**config.mk**
```make
export PLATFORM = sky130hd
export DESIGN_NAME = multiset_table_engine
export DESIGN_NICKNAME = d
export VERILOG_FILES = /design/src/rtl/mst_pkg.sv /design/src/rtl/mst_store.sv /design/src/rtl/multiset_table_engine.sv
export SDC_FILE = /design/constraint.sdc
export NUM_CORES = 1
export LEC_CHECK = 0
export BUFFER_PORTS_ARGS = -buffer_cell sky130_fd_sc_hd__buf_2
export CAP_MARGIN = 0
export CORE_UTILIZATION = 30
export CTS_BUF_LIST = sky130_fd_sc_hd__clkbuf_4 sky130_fd_sc_hd__clkbuf_8
export CTS_CLUSTER_DIAMETER = 120
export DETAILED_ROUTE_END_ITERATION = 10
export PLACE_DENSITY = 0.45
export SYNTH_ARGS = -nofsm -noshare
export SYNTH_HDL_FRONTEND = slang
export SYNTH_HIERARCHICAL = 1
export SYNTH_SLANG_ARGS = --single-unit
```
**constraint.sdc**
```tcl
create_clock -name clk -period 6.1 [get_ports clk]
set_clock_uncertainty 0.05 [all_clocks]
set_input_delay 0.305 -clock clk [delete_from_list [all_inputs] [get_ports clk]]
set_output_delay 0.305 -clock clk [all_outputs]
set_load 0.005 [all_outputs]
```
**src/rtl/mst_pkg.sv**
```systemverilog
// ---------------------------------------------------------------------------
// mst_pkg - shared definitions for the multiset table engine
// Action and status codes, sequencer states and parameter defaults.
// ---------------------------------------------------------------------------
package mst_pkg;

    // parameter defaults
    localparam int DEF_TABLE_DEPTH = 32;
    localparam int DEF_VALUE_WIDTH = 32;

    // fixed field widths of the request and result words
    localparam int ACTION_W = 3;
    localparam int ITEM_W   = 32;
    localparam int MATCH_W  = 6;
    localparam int FILL_W   = 6;
    localparam int STATUS_W = 2;

    // request actions
    localparam logic [ACTION_W-1:0] ACT_INSERT    = 3'd0;
    localparam logic [ACTION_W-1:0] ACT_ERASE_ALL = 3'd1;
    localparam logic [ACTION_W-1:0] ACT_ERASE_ONE = 3'd2;
    localparam logic [ACTION_W-1:0] ACT_COUNT     = 3'd3;
    localparam logic [ACTION_W-1:0] ACT_FILL      = 3'd4;

    // result status
    localparam logic [STATUS_W-1:0] STAT_OK    = 2'd0;
    localparam logic [STATUS_W-1:0] STAT_FULL  = 2'd1;
    localparam logic [STATUS_W-1:0] STAT_EMPTY = 2'd2;

    // sequencer states
    typedef enum logic [2:0] {
        S_IDLE,
        S_READ,
        S_CHECK,
        S_SWAP,
        S_DONE
    } mst_state_t;

endpackage

```
**src/rtl/mst_store.sv**
```systemverilog
// ---------------------------------------------------------------------------
// mst_store - element store
// Single write port, single read port RAM with a registered read word
// (valid in the cycle after the read). Contents are undefined until written.
// ---------------------------------------------------------------------------
module mst_store
    import mst_pkg::*;
#(
    parameter int DEPTH = DEF_TABLE_DEPTH,
    parameter int WIDTH = DEF_VALUE_WIDTH
)
(
    input  logic                     clk,
    input  logic                     wr_en,
    input  logic [$clog2(DEPTH)-1:0] wr_addr,
    input  logic [WIDTH-1:0]         wr_data,
    input  logic                     rd_en,
    input  logic [$clog2(DEPTH)-1:0] rd_addr,
    output logic [WIDTH-1:0]         rd_data
);

    logic [WIDTH-1:0] mem [DEPTH];
    logic [WIDTH-1:0] rd_data_reg;

    // write and read the array, read word registered
    always_ff @(posedge clk)
    begin
        if (wr_en)
        begin
            mem[wr_addr] <= wr_data;
        end
        if (rd_en)
        begin
            rd_data_reg <= mem[rd_addr];
        end
    end

    assign rd_data = rd_data_reg;

endmodule

```
**src/rtl/multiset_table_engine.sv**
```systemverilog
// ---------------------------------------------------------------------------
// multiset_table_engine - unordered multiset kept in a RAM with a fill count
// Insert appends at the end; erase moves the last element into the freed
// slot (erase all examines that slot again); count walks all stored elements.
// ---------------------------------------------------------------------------
// Insert, fill query and refused requests go straight to the result stage;
// erase and count walk the slots through the read and check states, with a swap
// state for each removal (erase all checks a slot again after each swap).
// One request at a time: the input stalls until the result word is loaded.
// Reset clears the fill count and control; the store is not cleared.
module multiset_table_engine
    import mst_pkg::*;
#(
    parameter int TABLE_DEPTH = DEF_TABLE_DEPTH,
    parameter int VALUE_WIDTH = DEF_VALUE_WIDTH
)
(
    input  logic                clk,
    input  logic                rst_n,
    input  logic                in_valid,
    output logic                in_stall,
    input  logic [ACTION_W-1:0] action,
    input  logic signed [ITEM_W-1:0] item_value,
    output logic                out_valid,
    input  logic                out_stall,
    output logic [MATCH_W-1:0]  match_count,
    output logic                removed,
    output logic [FILL_W-1:0]   fill_level,
    output logic [STATUS_W-1:0] status
);

    localparam int IW = $clog2(TABLE_DEPTH);
    localparam int CW = $clog2(TABLE_DEPTH + 1);
    localparam logic [CW-1:0] FULL_COUNT = CW'(TABLE_DEPTH);

    mst_state_t state_reg, state_next;

    logic [ACTION_W-1:0]    act_reg, act_next;
    logic [VALUE_WIDTH-1:0] val_reg, val_next;
    logic [CW-1:0]          idx_reg, idx_next;
    logic [CW-1:0]          count_reg, count_next;
    logic [CW-1:0]          match_reg, match_next;
    logic                   removed_reg, removed_next;
    logic [STATUS_W-1:0]    status_reg, status_next;

    logic                   out_valid_reg, out_valid_next;
    logic [MATCH_W-1:0]     out_match_reg, out_match_next;
    logic                   out_removed_reg, out_removed_next;
    logic [FILL_W-1:0]      out_fill_reg, out_fill_next;
    logic [STATUS_W-1:0]    out_status_reg, out_status_next;

    logic                   wr_en;
    logic [IW-1:0]          wr_addr;
    logic [VALUE_WIDTH-1:0] wr_data;
    logic                   rd_en;
    logic [IW-1:0]          rd_addr;
    logic [VALUE_WIDTH-1:0] rd_data;

    logic                   in_accept;
    logic                   out_free;
    logic                   table_full;
    logic                   table_empty;
    logic                   walk_end;
    logic                   hit;
    logic [63:0]            item_ext;
    logic [VALUE_WIDTH-1:0] item_norm;
    logic [CW-1:0]          last_idx;
    logic [CW+MATCH_W-1:0]  match_wide;
    logic [CW+FILL_W-1:0]   fill_wide;

    // element store
    mst_store #(
        .DEPTH (TABLE_DEPTH),
        .WIDTH (VALUE_WIDTH)
    ) u_store (
        .clk     (clk),
        .wr_en   (wr_en),
        .wr_addr (wr_addr),
        .wr_data (wr_data),
        .rd_en   (rd_en),
        .rd_addr (rd_addr),
        .rd_data (rd_data)
    );

    // handshake and status decode
    assign in_stall    = (state_reg != S_IDLE);
    assign in_accept   = in_valid && !in_stall;
    assign out_free    = !out_valid_reg || !out_stall;
    assign table_full  = (count_reg >= FULL_COUNT);
    assign table_empty = (count_reg == '0);
    assign walk_end    = (idx_reg >= count_reg);
    assign hit         = (rd_data == val_reg);
    assign last_idx    = count_reg - CW'(1);

    // sign-extend the value word, then cut to the stored width
    assign item_ext  = {{(64 - ITEM_W){item_value[ITEM_W-1]}}, item_value};
    assign item_norm = item_ext[VALUE_WIDTH-1:0];

    // fit internal counts to the result field widths
    assign match_wide = {{MATCH_W{1'b0}}, match_reg};
    assign fill_wide  = {{FILL_W{1'b0}}, count_reg};

    // next state
    always_comb
    begin
        state_next = state_reg;
        case (state_reg)
            S_IDLE:
            begin
                if (in_accept)
                begin
                    if ((action == ACT_ERASE_ALL || action == ACT_ERASE_ONE ||
                         action == ACT_COUNT) && !table_empty)
                    begin
                        state_next = S_READ;
                    end
                    else
                    begin
                        state_next = S_DONE;
                    end
                end
            end
            S_READ:
            begin
                state_next = walk_end ? S_DONE : S_CHECK;
            end
            S_CHECK:
            begin
                if (hit && act_reg != ACT_COUNT)
                begin
                    state_next = S_SWAP;
                end
                else
                begin
                    state_next = S_READ;
                end
            end
            S_SWAP:
            begin
                state_next = (act_reg == ACT_ERASE_ONE) ? S_DONE : S_READ;
            end
            S_DONE:
            begin
                if (out_free)
                begin
                    state_next = S_IDLE;
                end
            end
            default:
            begin
                state_next = S_IDLE;
            end
        endcase
    end

    // datapath, store access and result word
    always_comb
    begin
        act_next         = act_reg;
        val_next         = val_reg;
        idx_next         = idx_reg;
        count_next       = count_reg;
        match_next       = match_reg;
        removed_next     = removed_reg;
        status_next      = status_reg;
        out_match_next   = out_match_reg;
        out_removed_next = out_removed_reg;
        out_fill_next    = out_fill_reg;
        out_status_next  = out_status_reg;
        out_valid_next   = out_valid_reg && out_stall;
        wr_en            = 1'b0;
        wr_addr          = count_reg[IW-1:0];
        wr_data          = item_norm;
        rd_en            = 1'b0;
        rd_addr          = idx_reg[IW-1:0];
        case (state_reg)
            S_IDLE:
            begin
                // latch the request; append or refuse on the spot
                if (in_accept)
                begin
                    act_next     = action;
                    val_next     = item_norm;
                    idx_next     = '0;
                    match_next   = '0;
                    removed_next = 1'b0;
                    status_next  = STAT_OK;
                    case (action)
                        ACT_INSERT:
                        begin
                            if (table_full)
                            begin
                                status_next = STAT_FULL;
                            end
                            else
                            begin
                                wr_en      = 1'b1;
                                count_next = count_reg + CW'(1);
                            end
                        end
                        ACT_ERASE_ALL, ACT_ERASE_ONE, ACT_COUNT:
                        begin
                            if (table_empty)
                            begin
                                status_next = STAT_EMPTY;
                            end
                        end
                        default:
                        begin
                        end
                    endcase
                end
            end
            S_READ:
            begin
                // fetch the slot under examination
                rd_en = !walk_end;
            end
            S_CHECK:
            begin
                // count and step, or fetch the last element for a swap
                if (hit && act_reg != ACT_COUNT)
                begin
                    rd_en   = 1'b1;
                    rd_addr = last_idx[IW-1:0];
                end
                else
                begin
                    idx_next = idx_reg + CW'(1);
                    if (hit)
                    begin
                        match_next = match_reg + CW'(1);
                    end
                end
            end
            S_SWAP:
            begin
                // move the last element into the freed slot, shrink the table
                wr_en      = 1'b1;
                wr_addr    = idx_reg[IW-1:0];
                wr_data    = rd_data;
                count_next = last_idx;
                if (act_reg == ACT_ERASE_ONE)
                begin
                    removed_next = 1'b1;
                end
                else
                begin
                    match_next = match_reg + CW'(1);
                end
            end
            S_DONE:
            begin
                // load the result word once the output register is free
                if (out_free)
                begin
                    out_valid_next   = 1'b1;
                    out_match_next   = match_wide[MATCH_W-1:0];
                    out_removed_next = removed_reg;
                    out_fill_next    = fill_wide[FILL_W-1:0];
                    out_status_next  = status_reg;
                end
            end
            default:
            begin
            end
        endcase
    end

    // control registers
    always_ff @(posedge clk or negedge rst_n)
    begin
        if (!rst_n)
        begin
            state_reg     <= S_IDLE;
            count_reg     <= '0;
            out_valid_reg <= 1'b0;
        end
        else
        begin
            state_reg     <= state_next;
            count_reg     <= count_next;
            out_valid_reg <= out_valid_next;
        end
    end

    // payload registers
    always_ff @(posedge clk)
    begin
        act_reg         <= act_next;
        val_reg         <= val_next;
        idx_reg         <= idx_next;
        match_reg       <= match_next;
        removed_reg     <= removed_next;
        status_reg      <= status_next;
        out_match_reg   <= out_match_next;
        out_removed_reg <= out_removed_next;
        out_fill_reg    <= out_fill_next;
        out_status_reg  <= out_status_next;
    end

    assign out_valid   = out_valid_reg;
    assign match_count = out_match_reg;
    assign removed     = out_removed_reg;
    assign fill_level  = out_fill_reg;
    assign status      = out_status_reg;

endmodule

```
# After elaboration in Yosys (flattened, before gate mapping)
# Memory sizes are Yosys's and may differ from the RTL's. A register that Yosys moved wholly into a read port is not among the register bits.
# Cells that the tools add are included.
# word_totals
register_bits,75
ramBits,1024
output_inout_bits,17
word_cells,103
mem_count,1
# op_classes
add_sub_neg,4
magnitude_cmp,2
eq_ne,18
n_mux,38
reduce_logical,27
# mem_list
memory,depth,width,rd,rd_ports_with_merged_regs,write_ports,line_no,source
u_store.mem,32,32,1,1,1,mst_store.sv:22,logic [WIDTH-1:0] mem [DEPTH];
# op_table
op,n
$mux 6,8
$eq 32x32->1,1
$mux 32,1
$pmux 6 s2,2
$add 6x1->6 const B,3
$pmux 6 s3,1
$eq 3x2->1 const B,5
$mux 3,5
$mux 5,3
$pmux 3 s5,1
$ne 2x2->1 const B,7
$mux 1,11
$eq 3x1->1 const B,2
$ge 6x6->1,1
$ge 6x6->1 const B,1
$logic_not 3->1,2
$logic_not 6->1,1
$pmux 1 s2,3
$reduce_and 2->1,3
$reduce_and 3->1,2
$reduce_bool 3->1,2
$sub 6x1->6 const B,1
$logic_not 1->1,5
$reduce_and 5->1,1
10 further kinds,17

# Depth between registers and ports, before layout
# Gate-level depths: netlist of run 1.
# logic_depth
word_depth,7
depth_mapped,16

# By module
# Netlist of run 1, hierarchy kept.
# modules_own_cells
mod,instances,cells_per_inst,area_per_inst_um2,seq_area_each_um2
mst_store,1,2260,40807.9,31710.4
multiset_table_engine,1,367,3868.7,2202.1

# Worst setup path after synthesis of run 1
# OpenSTA, ideal clock, no wires.
# synth_timing
path_kind,reg2reg
from,register state_reg[0]
to,memory u_store/mem[12][0] in the netlist's numbering (enable)
setup_time_ns,0.421
arrival_time_ns,4.081
required_ns,5.629
path_slack_ns,1.548
path_stages_with_launch,10
path_cell_list,dfrtp_1 clkbuf_1 nor2b_1 nand2_1 inv_1 a31oi_2 inv_1 or3b_2 clkbuf_1 nor2_1
# synth_via
elab_chain_len,7
elab_cells_between_ends,10
cone_classes,eq/ne (1); mux (5); reduce/logical (4)
# synth_lines
element,line_no,source
"start, declared",multiset_table_engine.sv:36,"mst_state_t state_reg, state_next;"
"start signal, assigned",multiset_table_engine.sv:281,state_reg <= state_next;
$reduce_bool 3->1,multiset_table_engine.sv:86,assign in_stall = (state_reg != S_IDLE);
$logic_not 1->1,multiset_table_engine.sv:87,assign in_accept = in_valid && !in_stall;
$logic_and 1x1->1,multiset_table_engine.sv:87,
$mux 1,multiset_table_engine.sv:180,if (in_accept)
$pmux 1 s2 *,multiset_table_engine.sv:176,case (state_reg)
via wr_en,multiset_table_engine.sv:52,logic wr_en;
$mux 1 *,mst_store.sv:28,if (wr_en)
$mux 1 (not written as such) *,mst_store.sv:30,mem[wr_addr] <= wr_data;
"end, declared",mst_store.sv:22,
# The timed path passes the listed nets; every way through them passes the cells marked *.

# Worst setup path after layout of run 1
# layout_timing
from,register val_reg[1]
to,"register u_store.rd_data_reg[22], in the netlist u_store/rd_data[22], read port of u_store.mem, data pin"
# layout_via
elab_chain_len,4
elab_cells_between_ends,6
cone_classes,eq/ne (1); mux (4); reduce/logical (1)
# layout_lines
element,line_no,source
"start, declared",multiset_table_engine.sv:39,"logic [VALUE_WIDTH-1:0] val_reg, val_next;"
"start signal, assigned",multiset_table_engine.sv:291,val_reg <= val_next;
$eq 32x32->1,multiset_table_engine.sv:92,assign hit = (rd_data == val_reg);
$logic_and 1x1->1,multiset_table_engine.sv:222,if (hit && act_reg != ACT_COUNT)
$mux 5,multiset_table_engine.sv:222,
$mux 5,multiset_table_engine.sv:176,
via rd_addr[1],multiset_table_engine.sv:56,logic [IW-1:0] rd_addr;
"end, declared",mst_store.sv:23,logic [WIDTH-1:0] rd_data_reg;
# The timed path passes the listed nets, and every way through them passes these cells.
# A chain may end at the register's enable or synchronous reset.

==> flow_summary.json, run 1 <==
{
  "worstMarginPinSlew_ps": 1304,
  "ioPinCount": 56,
  "synth_area_leaders": "edfxtp_1 75%, mux2i_1 12%, nand2_1 1.8%",
  "critPathLaunchType": "flip-flop",
  "power_frac_clock_pct": 29.1,
  "rrSetupSlack_ps": 860,
  "finalHoldViolCount": 0,
  "report.final.slew_viol_count": 0,
  "synth-warning-count": 6,
  "cp-endpoint": "u_store/rd_data[22]$_DFFE_PP_",
  "path_clk_slew_ps": 60,
  "die-area_um2": 150500,
  "synth_top_cell_by_area": "edfxtp_1",
  "ys_top_cells_by_count": "1121 x edfxtp_1, 514 x mux2i_1, 213 x nand2_1",
  "synth_ff_type": "edfxtp_1",
  "setup_tns_ps": 0,
  "p_leak_nw": 17.56,
  "slew_headroom_pct": 12.89,
  "reg2reg_depth": 11,
  "synth_cells": 2627,
  "syn_nets": 2676,
  "p_switching_w": 0.007401,
  "end_kind": "flip-flop",
  "numCtsBuffers": 190,
  "netSwitchingFraction_pct": 32.91,
  "drc": 0,
  "cts_resized": 0,
  "drt_iter0_drc": 2296,
  "synth.distinct_cells": 45,
  "fillCellCount": 14060,
  "arrival_ps": 5770,
  "worst-endpoint-required_ps": 6630,
  "hp-start": "item_value[29]",
  "tritoncts": "built",
  "hold_depth": 2,
  "cts_root_buf": "clkbuf_8",
  "r2r_start": "val_reg[1]$_DFFE_PP_",
  "ys_ff_latch": 1131,
  "placed_cell_area_um2": 47900,
  "finalSetupViolCount": 0,
  "seqPwrFrac_pct": 42.1,
  "combinationalPowerShare_pct": 28.8,
  "synth-edff-count": 1121,
  "cts_buffer_depth": 3,
  "synth_top_area_share_pct": 75.35,
  "post-route-period-util_pct": 85.97,
  "die_height_um": 387.9,
  "portBuffers": 55,
  "grt_util_all_layers_pct": 17.91,
  "core_um2": 147800,
  "powerDensity_nw_per_um2": 432.9,
  "gp_congestion": 0.7771,
  "vdd_ir_drop_max_uv": 246.7,
  "overflow": 0,
  "hp-class": "in2reg",
  "crit_fanout": 26,
  "routed_via_density": 4.994,
  "outcome": "complete, no violations",
  "grt_max_degree": 65,
  "nets": 2922,
  "largest_register_ffs": 1024,
  "criticalPathCategory": "reg2reg",
  "drive_above_1_share_pct": 16.50,
  "setup.worst_path.start": "val_reg[1]$_DFFE_PP_",
  "antenna_found_initial": 3,
  "num_vias": 24750,
  "antenna_left": 0,
  "drtPass1Iterations": 5,
  "routedWlPerCell_um": 27.52,
  "cts.sinks": 1131,
  "max_cap_violations": 0,
  "async_reset_ff_share_pct": 0.8842,
  "yosysSeqAreaShare_pct": 75.91,
  "start_util_pct": 30.22,
  "max_freq_mhz": 190.7,
  "finalCriticalPeriod_ps": 5244,
  "hpwl_um": 75090,
  "synth.most_common_cell": "edfxtp_1",
  "wl_um": 136400,
  "die_w_um": 387.9,
  "syn_avg_cell_area_um2": 17.01,
  "p_int_w": 0.01509,
  "r2r_end": "u_store/rd_data[22]$_DFFE_PP_",
  "htreeDepth": 4,
  "grt_pass1_wl_um": 191000,
  "grt_pass1_vias": 25230,
  "clkLatencyLatePin_ps": 840,
  "rsz0062_at_grt": "false",
  "fp-row-count": 141,
  "netlist_area_um2": 44680,
  "design_area_um2": 51950,
  "syn_to_final_growth_pct": 16.29
}
worst max-delay path, cell delays in order, from the launching register on:
cell and delay, ps:
edfxtp_1 400, xnor2_1 680, nand4_1 530, nor3_2 320
and4_1 680, mux2i_1 630, and2_4 570, buf_4 480
a22o_1 250, nor3_1 50, a31oi_1 190, nand3_1 100
power by group through the flow:
stage | Sequential (W) | Combinational [W] | Clock [W]
6_report | 0.00948 | 0.00647 | 0.00654
5_1_grt | 0.00951 | 0.00690 | 0.00703
4_1_cts | 0.00948 | 0.00650 | 0.00671
3_5_place_dp | 0.00963 | 0.00646 | 0
3_3_place_gp | 0.00962 | 0.00644 | 0
2_1_floorplan | 0.00954 | 0.00428 | 0
through the flow:
step / power [W] / instances / util (%) / hold slack, ps / worst slack (ps)
global placement: 0.01607 / 4572 / 32.40 / 136.4 / 1012
detailed placement: 0.01609 / 4572 / 32.40 / 139.7 / 901.2
CTS: 0.02269 / 4954 / 35.14 / 93.40 / 869.0
finish: 0.02249 / 4955 / 35.14 / 176.2 / 856.1
floorplan: 0.01382 / 2627 / - / -40.59 / 1548
global route: 0.02343 / 4955 / 35.14 / 120.4 / 800.7
worst min path at each step:
| stage | endpoint | slack, ps |
|---|---|---|
| CTS | act_reg[0]$_DFFE_PP_ | 90 |
| global route | val_reg[29]$_DFFE_PP_ | 120 |
| detailed placement | out_valid$_DFF_PN0_ | 140 |
| floorplan | count_reg[0]$_DFFE_PN0P_ | -40 |
| global placement | out_valid$_DFF_PN0_ | 140 |
| finish | val_reg[29]$_DFFE_PP_ | 180 |
layer usage:
| metal | share of wire, % | GRT usage [%] |
|---|---|---|
| met1 | 45 | 24.36 |
| met2 | 48 | 29.55 |
| met3 | 5.3 | 2.945 |
| met4 | 1.9 | 4.733 |
| met5 | 0 | 0 |
cell type report:
class | count | area (µm²) | area share, %
Multi-Input combinational cell | 1343 | 10200 | 19.63
Inverter | 15 | 56.30 | 0.1084
Antenna cell | 1 | 2.502 | 0.004817
Timing Repair Buffer | 192 | 1714 | 3.299
Sequential cell | 1131 | 33910 | 65.28
Tap cell | 1930 | 2415 | 4.648
Clock buffer | 262 | 3199 | 6.158
Clock inverter | 81 | 456.7 | 0.8791
cell usage in the layout (no fill, tap or decap), drive strengths merged, types with 5 or more instances in the layout:
cell            n
edfxtp       1121
mux2i         514
clkbuf        262
nand2         213
buf           153
a21oi         104
nand3         102
a22oi          97
clkinv         72
a22o           64
nor2           59
xnor2          44
dlygate4sd3    39
nor3           37
a31oi          33
inv            16
nand4          12
ha             10
dfrtp          10
o21ai           9
nand3b          7
xor2            5
kinds of logic (layout without fill, tap and decap cells):
group | after synthesis | after routing | synth area share, %
DFF | 1131 | 1131 | 75.91
muxes | 517 | 517 | 11.62
and+or+nand+nor | 454 | 454 | 4.551
AOI/OAI and AO/OA | 313 | 313 | 4.730
buffers and inverters | 153 | 550 | 1.955
xor gates and xnor gates | 49 | 49 | 0.9606
adders and majority gates | 10 | 10 | 0.2801
other | 0 | 1 | 0
timing repair:
action / CTS / global route
endpoints found under the hold margin: 65 / 0
endpoints found under the setup margin: 0 / 0
hold buffers: 39 / 0
buffers inserted: 0 / 0
Note: power is estimated with default switching activity, not from simulation.
==> run 2, diff against run 1 <==
==> constraint.sdc (replaced) <==
create_clock -name clk -period 6.1 [get_ports clk]
set_clock_uncertainty 0.05 [all_clocks]
set_input_delay 1.525 -clock clk [delete_from_list [all_inputs] [get_ports clk]]
set_output_delay 1.525 -clock clk [all_outputs]
set_load 0.005 [all_outputs]
==> run 2 against run 1 <==
Clock power about the same. First-iteration DRC count is 9.6% lower. Final area fell by 0.42%. Sequential cell count unchanged. Worst setup slack gained 130 ps. Sequential power barely moved. Total power up 0.37%. Sequential share of layout area rose by 0.28 points. Worst hold slack gained 190 ps. Largest cell class unchanged. Largest power group unchanged.
==> flow_summary.json, run 2 (synthesized netlist as in run 1, its figures left out) <==
{
  "outcome": "complete, no violations",
  "worst-endpoint-required_ps": 6630,
  "grt_util_all_layers_pct": 17.49,
  "dp_cells": 4586,
  "overflow": 0,
  "grt_pass1_vias": 25220,
  "routed_via_density": 4.970,
  "numCtsBuffers": 192,
  "hp-class": "reg2reg",
  "gp_congestion": 0.7854,
  "p_leak_nw": 17.46,
  "mostFrequentLayoutCell": "edfxtp_1",
  "routedWlPerCell_um": 27.07,
  "vdd_ir_drop_max_uv": 363.3,
  "ctsHoldBuffers": 0,
  "antenna_left": 0,
  "p_switching_w": 0.007476,
  "core_um2": 147800,
  "cts_root_buf": "clkbuf_8",
  "max_cap_violations": 0,
  "hold_depth": 0,
  "reg2reg_depth": 12,
  "powerDensity_nw_per_um2": 436.3,
  "worstMarginPinSlew_ps": 1243,
  "die-area_um2": 150500,
  "ioPinCount": 56,
  "wl_um": 133500,
  "die_height_um": 387.9,
  "syn_to_final_growth_pct": 15.79,
  "tritoncts": "built",
  "layout_common_cells": "1121 x edfxtp_1, 513 x mux2i_1, 212 x nand2_1",
  "finalCriticalPeriod_ps": 5117,
  "drc": 0,
  "end_kind": "flip-flop",
  "nets": 2899,
  "critPathLaunchType": "flip-flop",
  "slew_headroom_pct": 16.93,
  "start_util_pct": 30.22,
  "grt_max_degree": 91,
  "grt_pass1_wl_um": 187400,
  "largest_register_ffs": 1024,
  "p_int_w": 0.01510,
  "netSwitchingFraction_pct": 33.12,
  "max_freq_mhz": 195.4,
  "combinationalPowerShare_pct": 28.9,
  "finalSetupViolCount": 0,
  "path_clk_slew_ps": 60,
  "drive_above_1_share_pct": 16.98,
  "setup_tns_ps": 0,
  "finalHoldViolCount": 0,
  "p_total_w": 0.02257,
  "post-route-period-util_pct": 83.88,
  "antenna_found_initial": 4,
  "cts.sinks": 1131,
  "hpwl_um": 75270,
  "layout.cells.non_filler": 4931,
  "htreeDepth": 4,
  "final_core_util_pct": 34.99,
  "cts_buffer_depth": 3,
  "arrival_ps": 5650,
  "criticalPathCategory": "reg2reg",
  "seqPwrFrac_pct": 42.0,
  "fp-row-count": 141,
  "report.final.slew_viol_count": 0,
  "portBuffers": 55,
  "crit_fanout": 24,
  "post_cts_buffers": 0,
  "die_w_um": 387.9,
  "drtPass1Iterations": 5,
  "power_frac_clock_pct": 29.1,
  "cts_resized": 0,
  "rsz0062_at_grt": "false",
  "num_vias": 24510,
  "clkLatencyLatePin_ps": 870,
  "drt_iter0_drc": 2075
}
[run 2: cell types whose count changed in the layout (fill, tap and decap cells not counted), moves of 2 or more]
| cell | previous run | this run |
|---|---|---|
| buf_12 | 25 | 27 |
| buf_4 | 73 | 84 |
| clkbuf_4 | 65 | 50 |
| clkbuf_8 | 197 | 199 |
| clkinv_1 | 54 | 56 |
| clkinv_2 | 18 | 21 |
| clkinv_8 | 0 | 2 |
| diode_2 | 1 | 4 |
| dlygate4sd3_1 | 39 | 0 |
[run 2: critical path, cell delays in order, from the launching register on]
cell	delay (ps)
edfxtp_1	460
xnor2_1	520
nand4_1	350
nor2_1	400
and4_1	630
mux2i_1	600
nor2b_4	740
buf_12	300
buf_4	200
a22o_1	130
nor3_1	50
a31oi_1	220
nand3_1	130
[run 2: worst paths after layout]
| path | startpoint | end | slack [ps] |
|---|---|---|---|
| max | u_store/rd_data[2]$_DFFE_PP_ | u_store/rd_data[15]$_DFFE_PP_ | 980 |
| min | status_reg[1]$_DFFE_PP_ | status[1]$_DFFE_PP_ | 370 |
| max reg2reg | u_store/rd_data[2]$_DFFE_PP_ | u_store/rd_data[15]$_DFFE_PP_ | 980 |
| min reg2reg | status_reg[1]$_DFFE_PP_ | status[1]$_DFFE_PP_ | 370 |
| max in group asynchronous | rst_n | count_reg[0]$_DFFE_PN0P_ | 5280 |
| min in group asynchronous | rst_n | state_reg[0]$_DFFE_PN0P_ | 490 |
[run 2: per-stage QoR]
stage | worst slack (ps) | cell area (µm²) | hold WS (ps)
floorplan | 526.3 | 44680 | 350.3
global placement | 1136 | 48010 | 355.5
detailed placement | 1005 | 48040 | 355.7
CTS | 1005 | 51720 | 371.8
global route | 889.2 | 51720 | 379.4
finish | 983.1 | 51730 | 369.8
[run 2: power groups by stage]
stage          Clock, W  Sequential, W  Combinational, W
3_5_place_dp          0        0.00964           0.00657
3_3_place_gp          0        0.00963           0.00655
4_1_cts         0.00674        0.00948           0.00659
6_report        0.00657        0.00948           0.00652
5_1_grt         0.00706        0.00951           0.00695
2_1_floorplan         0        0.00954           0.00428
[run 2: final cells by class]
type                    instances  area [µm²]
repair buffers                167        1474
multi-input cells            1343       10180
well taps                    1930        2415
inverters                      15       56.30
clock buffers                 249        3114
clock inverters                92       566.8
flip-flops and latches       1131       33910
diodes                          4       10.01
fillers                     14040       96110
[run 2: per-layer routing]
| metal | global-route usage (%) | wire length, µm | part of all wire [%] |
|---|---|---|---|
| met1 | 24.02 | 60980 | 46 |
| met2 | 28.62 | 63720 | 48 |
| met3 | 2.893 | 6388 | 4.8 |
| met4 | 4.574 | 2409 | 1.8 |
| met5 | 0 | 0 | 0 |
